===== config.mk =====
export PLATFORM = sky130hd
export DESIGN_NAME = tom_dist
export DESIGN_NICKNAME = d
export VERILOG_FILES = /design/src/hdl/tom_pkg.sv /design/src/hdl/tom_dist.sv
export SDC_FILE = /design/constraint.sdc
export NUM_CORES = 2
export LEC_CHECK = 0
export BUFFER_PORTS_ARGS = -buffer_cell sky130_fd_sc_hd__buf_2
export CAP_MARGIN = 30
export CORE_MARGIN = 10
export CORE_UTILIZATION = 46
export DETAILED_ROUTE_END_ITERATION = 16
export PLACE_DENSITY = 0.58
export SLEW_MARGIN = 20
export SYNTH_ARGS = -nofsm -noshare
export SYNTH_HDL_FRONTEND = slang
export SYNTH_SLANG_ARGS = --single-unit

===== constraint.sdc =====
create_clock -name clk -period 8.8 [get_ports clk]
set_input_delay 1.76 -clock clk [delete_from_list [all_inputs] [get_ports clk]]
set_output_delay 1.76 -clock clk [all_outputs]
set_load 0.02 [all_outputs]

===== src/hdl/tom_pkg.sv =====
// Shared types, codes and defaults for the 2-opt move engine.
package tom_pkg;

  localparam int MAX_CITIES_DEF = 512;
  localparam int REPLICAS_DEF   = 32;

  localparam logic [2:0] OP_LOAD_COORD = 3'd0;
  localparam logic [2:0] OP_LOAD_TOUR  = 3'd1;
  localparam logic [2:0] OP_SET_LEN    = 3'd2;
  localparam logic [2:0] OP_MOVE       = 3'd3;
  localparam logic [2:0] OP_READ       = 3'd4;

  localparam logic [1:0] ST_OK      = 2'd0;
  localparam logic [1:0] ST_ILLEGAL = 2'd1;
  localparam logic [1:0] ST_RANGE   = 2'd2;

  localparam logic [29:0] BEST_RESET       = 30'd1000000000;
  localparam logic [9:0]  NUM_CITIES_RESET = 10'd4;

  localparam int DIST_W = 17;
  localparam int SUM_W  = 18;

  typedef struct packed {
    logic [2:0]  op;
    logic [4:0]  replica;
    logic [8:0]  pos_a;
    logic [8:0]  pos_b;
    logic [8:0]  city;
    logic [15:0] coord_x;
    logic [15:0] coord_y;
    logic [25:0] length_value;
  } in_t;

  typedef struct packed {
    logic [1:0]  status;
    logic        accepted;
    logic [17:0] gain;
    logic [25:0] tour_length;
    logic [29:0] best_length;
    logic [4:0]  best_replica;
    logic [8:0]  read_city;
  } out_t;

endpackage


===== src/hdl/tom_dist.sv =====
// Rounded Euclidean distance unit: squares, then a bit-pair square root.
module tom_dist import tom_pkg::*; (
  input  logic              clk,
  input  logic              rst_n,
  input  logic              start,
  input  logic [31:0]       p_xy,
  input  logic [31:0]       q_xy,
  output logic              done,
  output logic [DIST_W-1:0] dist_val
);

  localparam logic [2:0] PH_IDLE = 3'd0;
  localparam logic [2:0] PH_SQ   = 3'd1;
  localparam logic [2:0] PH_ADD  = 3'd2;
  localparam logic [2:0] PH_IT   = 3'd3;
  localparam logic [2:0] PH_FIN  = 3'd4;

  logic [2:0]        phase_r;
  logic              done_r;
  logic [15:0]       dx_r, dy_r;
  logic [31:0]       sqx_r, sqy_r;
  logic [33:0]       v_r, r_r, bit_r;
  logic [DIST_W-1:0] dist_r;
  logic [33:0]       rb;
  logic              ge;

  assign rb = r_r + bit_r;
  assign ge = (v_r >= rb);

  always_ff @(posedge clk) begin
    if (!rst_n) begin
      phase_r <= PH_IDLE;
      done_r  <= 1'b0;
    end else begin
      done_r <= 1'b0;
      case (phase_r)
        PH_IDLE: if (start) phase_r <= PH_SQ;
        PH_SQ:   phase_r <= PH_ADD;
        PH_ADD:  phase_r <= PH_IT;
        PH_IT:   if (bit_r[0]) phase_r <= PH_FIN;
        PH_FIN: begin
          done_r  <= 1'b1;
          phase_r <= PH_IDLE;
        end
        default: phase_r <= PH_IDLE;
      endcase
    end
  end

  always_ff @(posedge clk) begin
    case (phase_r)
      PH_IDLE: begin
        dx_r <= (p_xy[15:0] > q_xy[15:0]) ? p_xy[15:0] - q_xy[15:0] : q_xy[15:0] - p_xy[15:0];
        dy_r <= (p_xy[31:16] > q_xy[31:16]) ? p_xy[31:16] - q_xy[31:16]
                                            : q_xy[31:16] - p_xy[31:16];
      end
      PH_SQ: begin
        sqx_r <= 32'(dx_r) * 32'(dx_r);
        sqy_r <= 32'(dy_r) * 32'(dy_r);
      end
      PH_ADD: begin
        v_r   <= {2'b00, sqx_r} + {2'b00, sqy_r};
        r_r   <= '0;
        bit_r <= 34'd1 << 32;
      end
      PH_IT: begin
        if (ge) begin
          v_r <= v_r - rb;
          r_r <= (r_r >> 1) + bit_r;
        end else begin
          r_r <= r_r >> 1;
        end
        bit_r <= bit_r >> 2;
      end
      PH_FIN: begin
        // round half up: bump when the remainder exceeds the root
        dist_r <= r_r[DIST_W-1:0] + DIST_W'(v_r > r_r);
      end
      default: begin
      end
    endcase
  end

  assign done     = done_r;
  assign dist_val = dist_r;

endmodule


Word-level counts from Yosys, hierarchy flattened
Cells that the tools add are included.
{"block": "word_totals", "word_cells": 47, "register_bits": 219, "out_inout_bits": 18}
{"block": "classes", "eq_ne": 7, "muxes": 11, "addsub": 9, "n_lt_le_gt_ge": 4, "n_mul": 2, "reduce_logical": 4}
{"cell": "34-bit case mux with 2 select lines", "count": 3}
{"cell": "34-bit two-way mux", "count": 2}
{"cell": "16-bit by 16-bit multiplier with 32-bit output", "count": 2}
{"cell": "16-bit subtractor", "count": 4}
{"cell": "33-bit by 34-bit adder with 34-bit output", "count": 1}
{"cell": "34-bit adder", "count": 1}
{"cell": "34-bit greater-or-equal comparator", "count": 1}
{"cell": "34-bit greater-than comparator", "count": 1}
{"cell": "34-bit subtractor", "count": 1}
{"cell": "32-bit by 32-bit adder with 33-bit output", "count": 1}
{"cell": "16-bit greater-than comparator", "count": 2}
{"cell": "16-bit two-way mux", "count": 2}
{"cell": "17-bit by 1-bit adder with 17-bit output", "count": 1}
{"cell": "3-bit case mux with 4 select lines", "count": 1}
{"cell": "3-bit by 2-bit == test with 1-bit output (second input constant)", "count": 2}
{"cell": "3-bit two-way mux", "count": 2}
{"cell": "2-bit inequality test (second input constant)", "count": 3}
{"cell": "2-bit AND reduction", "count": 2}
{"cell": "3-bit by 1-bit == test with 1-bit output (second input constant)", "count": 1}
{"cell": "3-bit == test (second input constant)", "count": 1}
{"cell": "3-bit zero test", "count": 1}
{"cell": "2-bit nonzero test", "count": 1}
{"cell": "1-bit two-way mux", "count": 1}

Depth between registers and ports, before layout
{"block": "logic_depth", "word_depth": 4, "ltp_mapped": 25, "mapped_depth_nobuf": 24}

Worst setup path before layout
No wires, ideal clock.
{"block": "synth_path", "kind": "register -> register", "start": "reg r_r[2]", "end": "reg v_r[0] (enable)", "t_required_ps": 8322, "setup_time_ps": 478, "stages_incl_launch_ff": 22, "slack_ps": 1723, "arrival_ps": 6599, "period_less_slack_ps": 7077, "path_cell_list": "edfxtp_1 ha_1 a31oi_1 o21bai_1 a31oi_1 o21ai_0 a31oi_1 nor2_1 nor2_1 o21ai_0 xnor2_1 ha_1 clkbuf_1 and3_1 nand2_1 nor2_1 nand2_1 o21ai_2 a31oi_4 buf_6 buf_4 a21boi_0"}
{"block": "synth_between", "elab_chain_len": 4}
{"item": "start: declaration", "line": "tom_dist.sv:22", "rtl": "logic [33:0] v_r, r_r, bit_r;"}
{"item": "start signal: assignment", "line": "tom_dist.sv:69", "rtl": "r_r <= (r_r >> 1) + bit_r;"}
{"item": "start signal: assignment", "line": "tom_dist.sv:71", "rtl": "r_r <= r_r >> 1;"}
{"item": "34-bit adder", "line": "tom_dist.sv:27", "rtl": "assign rb = r_r + bit_r;"}
{"item": "34-bit greater-or-equal comparator", "line": "tom_dist.sv:28", "rtl": "assign ge = (v_r >= rb);"}
{"item": "2-bit inequality test (no line)"}
{"item": "2-bit AND reduction (no line)"}
{"item": "end signal: assignment", "line": "tom_dist.sv:62", "rtl": "v_r <= {2'b00, sqx_r} + {2'b00, sqy_r};"}
{"item": "end signal: assignment", "line": "tom_dist.sv:68", "rtl": "v_r <= v_r - rb;"}
{"item": "end: declaration", "line": "tom_dist.sv:22"}
Every way passes these cells.
A chain may end at the register's enable or synchronous reset.

Worst setup path after layout
{"block": "layout_path", "start": "reg dy_r[4]", "end": "reg sqy_r[30] (data pin)"}
{"block": "layout_between", "elab_chain_len": 1}
{"item": "start: declaration", "line": "tom_dist.sv:20", "rtl": "logic [15:0] dx_r, dy_r;"}
{"item": "start signal: assignment", "line": "tom_dist.sv:54", "rtl": "dy_r <= (p_xy[31:16] > q_xy[31:16]) ? p_xy[31:16] - q_xy[31:16]"}
{"item": "16-bit by 16-bit multiplier with 32-bit output", "line": "tom_dist.sv:59", "rtl": "sqy_r <= 32'(dy_r) * 32'(dy_r);"}
{"item": "end signal: assignment", "line": "tom_dist.sv:59"}
{"item": "end: declaration", "line": "tom_dist.sv:21", "rtl": "logic [31:0] sqx_r, sqy_r;"}
Every way passes these cells.

==> results.yml <==
synth:
  synth_cells: 3341
  synth-edff-count: 196
  synth_compound_area_share_pct: 13.8
  synthTopCellsByArea: "fa_1 22%, edfxtp_1 19%, ha_1 16%"
  async_flop_share_pct: 0
  synth.largest_area_cell: "fa_1"
  synth_top_family_by_area: "adder cells"
  synth_top_area_share_pct: 21.7
  synth_cell_type_count: 75
  ys_warn_count: 0
  syn_avg_cell_area_um2: 9.15
  seq_area_frac_synth_pct: 19.5
  synthesis.nets: 4141
  netlist_area_um2: 30600
  synth_seq_cells: 200
  synth_simple_gate_area_share_pct: 12.4
  synth_adder_area_share_pct: 38.1
  synth_xor_area_share_pct: 6.16
  synth-main-ff-cell: "edfxtp_1"
  muxShareOfSynthArea_pct: 0.913
routing:
  first_pass_iters: 5
  wl_per_cell_um: 17.2
  via_count: 22917
  wl_mm: 72.8
  antenna_left: 0
  drc: 0
  drt-initial-drc-count: 1234
  via_per_inst: 5.40
clock_tree:
  cts_root_buffer: "clkbuf_16"
  clock_latency_ns: 0.51
  clkTransAtPathRegs_ns: 0.09
  cts_buffers: 17
  cts.htree.levels: 4
  cts_tree: "done"
  cts_resized: 0
  post-cts-setup-buffer-count: 0
  clock-sinks: 200
  postCtsHoldBufs: 0
  cts_buffer_depth: 2
timing:
  setup_violations: 0
  slew_violations: 0
  max_slew.worst_pin.slew_ns: 0.835
  timing.slew.headroom_pct: 44.2
  timing.setup.tns_ns: 0
  finalCritPeriodShare_pct: 79.6
  hold_viol_final: 0
  skew_ns: 0.0174
  fmax_ghz: 0.143
  fin_crit_ns: 7.01
  rsz0062_at_grt: "false"
grt:
  grtUsageTotal_pct: 19.2
  grt_start_max_net_pins: 71
  grt_antenna_before_repair: 0
  grt_pass1_vias: 24084
  overflow: 0
  grt_pass1_wl_mm: 122
layout:
  synthToLayoutAreaGrowth_pct: 6.00
  final_nets: 4164
  drive_gt1_share_pct: 5.18
  n_antenna_cell: 0
  fin_util_pct: 49.2
  stdcell_count: 4241
setup_path:
  arrival_ns: 7.25
  crit_family: "adder cells"
  r2r_start: "dy_r[4]$_DFFE_PP_"
  cp_max_fo: 18
  path_cells: "nand2_1, fa_1, inv_1, fa_1, ha_1, inv_1, fa_1, fa_1, inv_1, fa_1, ha_1, o21ai_0, nor3_1, nand2_1, a2111oi_0, a31oi_1, o21ai_0, nand2_1, o21ai_0, xor2_1"
  slowest_stage: "edfxtp_1"
  required_ns: 9.04
  cp-start-kind: "flop"
  critPathKind: "flop to flop"
  cp_common_cell: "fa_1"
  crit_start: "dy_r[4]$_DFFE_PP_"
  path_buf_inv: 3
  crit_path_end_kind: "flop"
  cpPeakStageDelay_ns: 0.88
run:
  drv_cap: 0
floorplanning:
  die_x_um: 278
  die_y_um: 278
  ios: 85
  dieArea_um2: 77200
  design.core.area_um2: 65900
  start_util_pct: 46.4
  rows: 94
run_status:
  status: "finished, final reports clean"
placed_design:
  hpwl_mm: 60.3
  gp_congestion: 0.886
  dpl.cell_count: 4209
  io_buffers: 84
min_path:
  hp-class: "flop to flop"
  min_from: "phase_r[1]$_SDFFE_PN0P_"
==> layout by cell type, fill, tap and decap left out, drive strengths merged, types with 43 or more instances in the layout <==
cell type | synthesis | final
fa | 331 | 331
a21oi | 181 | 181
inv | 635 | 642
buf | 17 | 95
nand3 | 43 | 43
ha | 402 | 402
nand2 | 272 | 272
xnor2 | 140 | 140
nor2 | 154 | 154
nor3 | 43 | 43
xor2 | 75 | 75
a21o | 89 | 89
o21ai | 130 | 130
and2 | 88 | 88
edfxtp | 196 | 196
==> layout make-up <==
type,instances,area [um2]
multi-input cells,2415,21900
clock inverters,15,178
flip-flops and latches,200,5970
well taps,864,1080
clock buffers,17,425
fillers,6227,33500
inverters,635,2380
repair buffers,95,503
==> tightest hold or removal path, stage by stage (launching register included) <==
cell      delay, ns
dfxtp_1        0.38
nand2b_1       0.10
a21oi_1        0.06
==> sequential cells by signal (all words and copies together), names as in the netlist <==
| signal | cells |
|---|---|
| dx_r | 16 |
| r_r | 34 |
| sqy_r | 31 |
| sqx_r | 31 |
| dist_val | 17 |
| done | 1 |
| bit_r | 17 |
| dy_r | 16 |
| v_r | 34 |
| phase_r | 3 |
==> worst paths after layout <==
path                                  end  slack (ns)  depth (start not counted)
hold / removal    phase_r[0]$_SDFFE_PN0P_        0.59                          2
setup reg to reg      sqy_r[30]$_DFFE_PP_        1.79                         20
setup / recovery      sqy_r[30]$_DFFE_PP_        1.79                         20
hold reg to reg   phase_r[0]$_SDFFE_PN0P_        0.59                          2
==> cells by family (layout without fill, tap and decap cells) <==
kind of cell,after synthesis,count (layout)
flops,200,200
fa+ha+maj,733,733
mux,27,27
xor+xnor,215,215
compound gates,653,653
simple gates,787,787
buf+inv,726,762
==> per-stage QoR <==
step | worst slack (ns) | cell area [um2] | hold WS (ns)
detailed placement | 1.81 | 31800 | 0.577
floorplan | 1.72 | 30600 | 0.463
finish | 1.79 | 32400 | 0.588
global placement | 1.99 | 31800 | 0.551
global route | 1.29 | 32400 | 0.621
CTS | 1.77 | 32400 | 0.591
==> routing by layer <==
| layer | vias up | GRT usage (%) | part of all wire [%] |
|---|---|---|---|
| met5 | - | 0 | 0 |
| met1 | 11163 | 24.8 | 46 |
| li1 | 11189 | - | - |
| met2 | 472 | 32.8 | 49 |
| met3 | 93 | 2.65 | 3.6 |
| met4 | 0 | 5.41 | 2.2 |
==> synth_stat cells, types with 41 or more instances <==
cell and number:
xor2_1 75, fa_1 331, nand2_1 272, nor3_1 43, and2_1 88, clkbuf_1 74, nand3_1 43, a31oi_1 41
ha_1 402, inv_1 634, edfxtp_1 196, a21o_1 89, nor2_1 154, xnor2_1 140, a21oi_1 181, o21ai_0 127
Power is not shown: default switching activity piles up to over one toggle a cycle in this logic, so the estimate is an artifact.
