`config.mk`:
```
export PLATFORM = sky130hd
export DESIGN_NAME = tom_ram
export DESIGN_NICKNAME = d
export VERILOG_FILES = /design/src/hdl/tom_ram.sv
export SDC_FILE = /design/constraint.sdc
export NUM_CORES = 1
export LEC_CHECK = 0
export ABC_AREA = 1
export BUFFER_PORTS_ARGS = -buffer_cell sky130_fd_sc_hd__buf_2
export CAP_MARGIN = 20
export CORE_MARGIN = 4
export CORE_UTILIZATION = 33
export DETAILED_ROUTE_END_ITERATION = 8
export GPL_ROUTABILITY_DRIVEN = 0
export PLACE_DENSITY = 0.53
export REMOVE_ABC_BUFFERS = 1
export SLEW_MARGIN = 10
export SYNTH_ARGS = -nofsm -noshare
export SYNTH_HDL_FRONTEND = slang
export SYNTH_SLANG_ARGS = --single-unit
export TNS_END_PERCENT = 20
```
`constraint.sdc`:
```
create_clock -name clk -period 1.1 [get_ports clk]
set_input_delay 0.055 -clock clk [delete_from_list [all_inputs] [get_ports clk]]
set_output_delay 0.055 -clock clk [all_outputs]
set_load 0.02 [all_outputs]
```
`src/hdl/tom_ram.sv`:
```
// Generic single-write, single-read RAM with registered read data.
module tom_ram #(
  parameter int WIDTH = 8,
  parameter int DEPTH = 16,
  localparam int AW = (DEPTH > 1) ? $clog2(DEPTH) : 1
) (
  input  logic             clk,
  input  logic             we,
  input  logic [AW-1:0]    waddr,
  input  logic [WIDTH-1:0] wdata,
  input  logic [AW-1:0]    raddr,
  output logic [WIDTH-1:0] rdata
);

  logic [WIDTH-1:0] mem_r [DEPTH];
  logic [WIDTH-1:0] rdata_r;

  always_ff @(posedge clk) begin
    if (we) begin
      mem_r[waddr] <= wdata;
    end
    rdata_r <= mem_r[raddr];
  end

  assign rdata = rdata_r;

endmodule

```
==> Yosys cells after proc, flatten, opt, wreduce, memory -nomap -nowiden <==
Memory sizes are Yosys's and may differ from the RTL's. A register that Yosys moved wholly into a read port is not among the register bits.
Cells that the tools add are included.
{ "word_totals": {"reg_bits": 0, "ramBits": 128, "inputBits": 18, "out_inout_bits": 8, "word_cells": 3, "mem_count": 1} }
{ "op_classes": {"mux": 2} }
{ "memory_table": {"columns": ["name", "depth", "width", "read_ports", "rd_ports_with_merged_regs", "wr", "line_no", "source"], "rows": [
  ["mem_r", 16, 8, 1, 1, 1, "15", "logic [WIDTH-1:0] mem_r [DEPTH];"]
]} }
{ "ops": {"columns": ["operator", "n"], "rows": [
  ["$mux 1", 2]
]} }

==> Logic depth before layout (Yosys ltp) <==
Gate-level depths: netlist of run 1.
{ "depth": {"word_depth": 2, "mapped_depth": 8, "mapped_depth_nobuf": 7} }

==> Least setup slack after synthesis of run 1 <==
OpenSTA, ideal clock, no wires.
{ "synth_timing": {"kind": "input-to-reg", "from": "input waddr[3]", "to": "memory mem_r[4][0], enable pin", "setup_ns": 0.370, "arrival_time_ns": 0.636, "required_ns": 0.730, "path_slack_ns": 0.094, "path_stages": 2, "n_path_buf": 0, "path_cell_list": "nand3b_1 nor2_1"} }
{ "synth_lines": {"columns": ["element", "line_no", "source"], "rows": [
  ["start: declaration", "9", "input logic [AW-1:0] waddr,"],
  ["end: declaration", "15", null]
]} }
Straight into the memory's write port.

==> Final worst setup path of run 1 <==
{ "layout_timing": {"from": "register rdata_r[1], in the netlist rdata[1] (read register of mem_r)", "to": "output rdata[1]"} }
{ "layout_lines": {"columns": ["element", "line_no", "source"], "rows": [
  ["start: declaration", "16", "logic [WIDTH-1:0] rdata_r;"],
  ["end: declaration", "12", "output logic [WIDTH-1:0] rdata"]
]} }
No word-level cell between the ends.

==> results of run 1 <==
worst max-delay path by stage:
stage	endpoint	cells past startpoint
2_1_floorplan	rdata[2]	6
3_3_place_gp	mem_r[14][1]	5
3_5_place_dp	mem_r[14][1]	5
4_1_cts	rdata[1]	1
5_1_grt	rdata[1]	1
6_report	rdata[1]	1
power groups by stage:
stage | logic, mW | clock network (mW) | registers (mW)
after floorplan | 0.313 | 0 | 5.97
after global placement | 0.773 | 0 | 5.94
after detailed placement | 0.786 | 0 | 5.94
after CTS | 0.790 | 5.90 | 5.84
after global routing | 0.862 | 6.14 | 5.84
final | 0.773 | 5.83 | 5.84
cells in the mapped netlist:
cell	count	area (µm²)
buf_4	4	30.0
inv_1	100	375
dfxtp_1	8	160
nor2_1	17	63.8
nand3b_1	2	15.0
nand3_1	97	485
inv_2	2	7.51
buf_2	13	65.1
nand2_1	173	649
edfxtp_1	128	3840
buf_6	6	67.6
buf_1	1	3.75
per-layer routing:
layer | track usage (%) | part of all wire, % | wire (µm) | vias to the layer above
li1 | - | - | - | 1880
met1 | 18.4 | 45 | 5930 | 1795
met2 | 21.5 | 48 | 6320 | 71
met3 | 2.87 | 4.4 | 581 | 19
met4 | 5.81 | 2.1 | 270 | 0
met5 | 0 | 0 | 0 | -
metrics by stage:
| stage | setup WS [ps] | utilization (%) | hold WS, ps |
|---|---|---|---|
| 2_1_floorplan | 64.5 | - | 154 |
| 4_1_cts | 6.19 | 40.2 | 47.6 |
| 3_3_place_gp | -38.6 | 36.7 | 476 |
| 6_report | 44.5 | 40.2 | 50.3 |
| 3_5_place_dp | -80.1 | 36.7 | 473 |
| 5_1_grt | 2.40 | 40.2 | 54.2 |
sequential cells by signal (all words and copies together) (netlist names):
| register | cells |
|---|---|
| mem_r | 128 |
| rdata | 8 |
logic make-up after synthesis:
family	Yosys count	synth area share, %
simple gates	289	21.0
flops	136	69.4
buf+inv	126	9.52
area by class of cell:
type | instances | area (µm²)
clock buffers | 24 | 502
clock inverters | 8 | 118
fillers | 1687 | 10300
inverters | 102 | 383
multi-input cells | 289 | 1210
flip-flops and latches | 136 | 4000
well taps | 225 | 282
repair buffers | 58 | 435
==> metrics.csv, run 1 <==
metric,value,unit
rr_endpoint,rdata[7],
ant_nets,0,
grt_pass1_wl,20100,µm
fp.coreArea,17200,µm²
comb_power_share,6.2,%
die_w,140,µm
synth_cells,551,
dp.final_hpwl,8560,µm
power_density,1790,nW/µm²
route.vias.total,3765,
layout_common_cells,"nand2_1 (173), edfxtp_1 (128), inv_1 (100)",
slew_viol_final,0,
max_slew_margin,75.5,%
p_seq_share,46.9,%
place_area,6320,µm²
synth_warnings,0,
root_buffer,clkbuf_16,
hold_viol,0,
ys_seq_area_share,69.4,%
leakage,3.02,nW
tritoncts,done,
drc,0,
syn_area_per_cell,10.5,µm²
switching_share,20.4,%
io_buffers,25,
cts_max_path_buffers,2,
grt_pass1_vias,3667,
final_nets,622,
diodes,0,
antenna_found_initial,0,
wl,13100,µm
critPathArrivalTime,1000,ps
final_cells,842,
layout_commonest_cell,nand2_1,
path_cells,buf_2,
hold_buffers,0,
finalCriticalPeriod,1060,ps
postLayoutCellArea,6940,µm²
row_count,48,
cts.clk_slew.worst_paths,50,ps
cts_resized,0,
power,12.4,mW
p_clk_share,46.9,%
overflow,0,
rr_startpoint,mem_r[12][7],
path_max_fanout,1,
min_path_cells,1,
wl_per_cell,15.6,µm
die_area,19700,µm²
finalSetupTns,0,ps
startpoint,rdata[1],
end_kind,primary output,
post_cts_buffers,0,
clkLatencyLatePin,410,ps
cp-start-kind,register,
ys_ff_latch,136,
cts.htree.levels,4,
setup_viol,0,
p_sw,2.54,mW
ir_worst_vdd,1.05,mV
critical_path.top_delay_family,flip-flops,
numCtsBuffers,17,
reg2reg_depth,6,
fin_crit_sh,96.0,%
rsz0062_at_grt,false,
fmax,0.947,GHz
netlist_area,5770,µm²
cts.sinks,136,
die_h,140,µm
whs_endpoint,mem_r[3][4],
grt_max_degree,49,
grtUsageTotal,13.7,%
finClkSkew,8.79,ps
holdCritStartpoint,wdata[4],
area_delta_synth_final,20.3,%
crit_type,register to primary output,
crit_required,1040,ps
drv_cap,0,
outcome,completed,
internal_power,9.89,mW
dpl.cell_count,810,
start_util,33.5,%
r2r_setup_slack,130,ps
tightest_slew,367,ps
crit_slowest_cell,dfxtp_1,
vias_per_cell,4.47,
critical_path_buf_inv_count,1,
ios,26,
firstDrtPassIters,4,
drt-initial-drc-count,287,
holdCritPathClass,primary input to register,
drive_gt1_share,14.6,%
slowest_delay,390,ps
ys_types,12,
Note: power is estimated with default switching activity, not from simulation.
==> inputs of run 2 (changes only) <==
Settings changed: GPL_TIMING_DRIVEN set to 0.
==> metrics.csv, run 2 (synthesized netlist as in run 1, its figures left out) <==
metric,value,unit
min_path_cells,3,
dp.final_hpwl,7570,µm
drc,0,
numCtsBuffers,17,
cts_max_path_buffers,2,
holdCritStartpoint,raddr[3],
final_nets,593,
ant_nets,0,
clkLatencyLatePin,410,ps
dpl.cell_count,778,
hold_viol,0,
tightest_slew,829,ps
cp-start-kind,primary input,
ir_worst_vdd,1.12,mV
layout_common_cells,"nand2_1 (173), edfxtp_1 (128), inv_1 (99)",
place_area,6030,µm²
antenna_found_initial,0,
leakage,2.78,nW
die_h,140,µm
reg2reg_depth,6,
rsz0062_at_grt,true,
rr_endpoint,rdata[2],
die_w,140,µm
route.vias.total,3656,
fin_crit_sh,104,%
tritoncts,done,
multi_input_area,1250,µm²
hold_buffers,0,
diodes,0,
nFillCells,1646,
row_count,48,
power_density,1720,nW/µm²
critPathArrivalTime,1190,ps
cts.clk_slew.worst_paths,50,ps
overflow,0,
r2r_setup_slack,70,ps
crit_required,1140,ps
finalSetupTns,-593,ps
path_max_fanout,8,
finalCriticalPeriod,1150,ps
end_kind,register,
drt-initial-drc-count,405,
crit_slowest_cell,nor2_1,
path_cells,buf_2 -> nand3b_1 -> nor2_1,
wl_per_cell,16.0,µm
area_delta_synth_final,14.1,%
violations,setup timing,
outcome,"finished, violations left",
final_cells,812,
slowest_delay,710,ps
whs_endpoint,rdata[1],
fmax,0.870,GHz
drv_cap,0,
cts.sinks,136,
grt_max_degree,65,
root_buffer,clkbuf_16,
grt_pass1_vias,3442,
vias_per_cell,4.50,
regArea,4000,µm²
crit_type,primary input to register,
grt_pass1_wl,19900,µm
holdCritPathClass,primary input to register,
io_buffers,25,
ios,26,
rr_startpoint,mem_r[5][2],
grtUsageTotal,13.8,%
layout_commonest_cell,nand2_1,
die_area,19700,µm²
max_slew_margin,44.5,%
fin_ws,-48.9,ps
cts.htree.levels,4,
hold_slack,36.8,ps
largest-register,mem_r,
wl,13000,µm
firstDrtPassIters,5,
postLayoutCellArea,6580,µm²
drive_gt1_share,10.7,%
start_util,33.5,%
largest_register_ffs,128,
setup_viol,16,
slew_viol_final,0,
fp.coreArea,17200,µm²
finClkSkew,4.23,ps
run 2: cell types whose count changed in the layout (fill, tap and decap cells not counted), sizes merged:
cell    delta
inv        -1
buf       -29
clkinv     +3
bufinv     -3
run 2: per-stage QoR:
stage               total power [mW]  worst slack [ps]  util, %
finish                          11.3             -48.9     38.2
floorplan                       6.28              64.5        -
global placement                6.63             -1640     34.9
CTS                             11.4             -29.6     37.9
detailed placement              6.66             -1060     35.0
global route                    11.7              -102     38.2
run 2: worst max path at each step:
stage,from,to,slack (ps),cells past startpoint
after floorplan,raddr[0],rdata[2],60,6
after global placement,raddr[0],rdata[0],-1640,8
after detailed placement,raddr[0],rdata[0],-1060,7
after CTS,waddr[2],mem_r[8][6],-30,3
after global routing,waddr[2],mem_r[11][4],-100,3
final,waddr[2],mem_r[8][6],-50,3
run 2: per-layer routing:
metal  vias up  wire length (µm)  global-route usage (%)
li1       1823                 -                       -
met3        17               678                    3.79
met5         -                 0                       0
met1      1724              5630                    18.2
met2        92              6460                    21.8
met4         0               230                    4.90
run 2: timing repair:
| action | 4_1_cts | 5_1_grt |
|---|---|---|
| buffers inserted | 0 | 3 |
| setup endpoints to repair | 36 | 64 |
| gates resized for setup | 9 | 9 |
| cloned | 0 | 0 |
| pin swaps | 0 | 0 |
run 2: worst max-delay path: cells and delay by family:
kind,cells,cell delay (ps)
simple gates,2,1010
buf+inv,1,120
run 2: cell type report:
class	count	area share [%]
tap	225	4.28
sequential	136	60.8
multi-input combinational	289	18.9
inverter	102	6.03
clock inverter	7	0.456
clock buffer	24	6.86
timing repair buffer	29	2.62
run 2: report_power, final:
group          switching, mW  internal, mW
registers             0.0277          5.80
logic                  0.540         0.198
clock network           1.96          2.82
total                   2.52          8.81
==> inputs of run 3 (changes only) <==
Settings changed: CORE_MARGIN 4 to 1.
==> metrics.csv, run 3 (synthesized netlist as in run 1, its figures left out) <==
metric,value,unit
outcome,"finished, violations left",
violations,setup timing,
leakage,2.83,nW
overflow,0,
p_clk_share,48.1,%
start_util,34.3,%
fmax,0.870,GHz
drt-initial-drc-count,275,
path_max_fanout,8,
postLayoutCellArea,6680,µm²
numCtsBuffers,17,
setup_viol,24,
slowest_delay,760,ps
switching_share,20.8,%
fin_crit_sh,104,%
layout_common_cells,"nand2_1 (173), edfxtp_1 (128), inv_1 (100)",
io_buffers,25,
power,12.6,mW
largest-register,mem_r,
ir_worst_vdd,0.944,mV
largest_register_ffs,128,
dp.final_hpwl,7380,µm
diodes,0,
die_area,18000,µm²
finalSetupTns,-657,ps
layout_commonest_cell,nand2_1,
cts.htree.levels,4,
tritoncts,done,
rsz0062_at_grt,true,
comb_power_share,5.6,%
tightest_slew,934,ps
crit_slowest_cell,nor2_1,
fp.coreArea,16800,µm²
holdCritPathClass,primary input to register,
power_density,1880,nW/µm²
critical_path.top_delay_family,simple AND/OR/NAND/NOR gates,
r2r_setup_slack,80,ps
drive_gt1_share,10.8,%
ant_nets,0,
p_sw,2.61,mW
internal_power,9.97,mW
grt_max_degree,65,
die_h,134,µm
max_slew_margin,37.5,%
finalCriticalPeriod,1150,ps
drv_cap,0,
crit_required,1130,ps
hold_slack,27.0,ps
path_cells,buf_2 -> nand3b_1 -> nor2_1,
clkLatencyLatePin,410,ps
place_area,6020,µm²
root_buffer,clkbuf_16,
antenna_found_initial,0,
hold_viol,0,
ios,26,
hold_buffers,0,
cp-start-kind,primary input,
final_cells,805,
cts.sinks,136,
route.vias.total,3739,
critical_path_buf_inv_count,1,
drc,0,
critPathArrivalTime,1180,ps
cts_max_path_buffers,2,
finClkSkew,7.53,ps
cts.clk_slew.worst_paths,60,ps
firstDrtPassIters,5,
row_count,47,
end_kind,register,
wl,12800,µm
p_seq_share,46.3,%
grt_pass1_vias,3711,
crit_type,primary input to register,
wl_per_cell,15.9,µm
area_delta_synth_final,15.9,%
fin_ws,-48.9,ps
dpl.cell_count,773,
die_w,134,µm
grt_pass1_wl,20000,µm
final_nets,590,
grtUsageTotal,15.4,%
slew_viol_final,0,
vias_per_cell,4.64,
-- run 3: final timing paths --
path                                   start     endpoint  depth (start not counted)
worst max-delay path                waddr[2]  mem_r[8][4]                          3
worst min register to register  mem_r[11][7]     rdata[7]                          6
worst max register to register   mem_r[5][3]     rdata[3]                          6
worst min-delay path                raddr[3]     rdata[7]                          3
-- run 3: worst reg2reg max path: stages, from the launching register on --
cell	delay, ps
edfxtp_1	370
inv_1	70
nand2_1	50
nand3_1	100
nand3_1	90
nand3_1	140
nand2_1	80
-- run 3: power groups by stage --
stage | Sequential, mW | Clock [mW] | Combinational (mW)
after detailed placement | 5.93 | 0 | 0.708
after floorplan | 5.97 | 0 | 0.313
after CTS | 5.82 | 6.13 | 0.715
final | 5.82 | 6.05 | 0.709
after global placement | 5.93 | 0 | 0.686
after global routing | 5.83 | 6.37 | 0.792
-- run 3: layout make-up --
class                           instances  area (µm²)
Multi-Input combinational cell        289        1230
Clock buffer                           17         425
Fill cell                            1652       10100
Clock inverter                         15         206
Inverter                              102         390
Sequential cell                       136        4000
Timing Repair Buffer                   26         154
Tap cell                              220         275
-- run 3: repair_timing --
action / in CTS / in global routing
hold endpoints to repair: 0 / 0
setup endpoints to repair: 40 / 74
setup buffers: 0 / 0
resized for setup: 6 / 5
-- run 3: metal layers --
metal / track usage, % / routed length [µm] / part of all wire [%]
met3: 4.01 / 549 / 4.3
met1: 19.1 / 5730 / 45
met5: 0 / 0 / 0
met4: 6.62 / 175 / 1.4
met2: 25.4 / 6370 / 50
-- run 3: per-stage QoR --
stage               setup slack (ps)  util (%)
finish                         -48.9      39.7
global route                    -112      39.7
CTS                            -55.4      39.6
detailed placement              -997      35.8
global placement               -1590      35.7
floorplan                       64.5         -
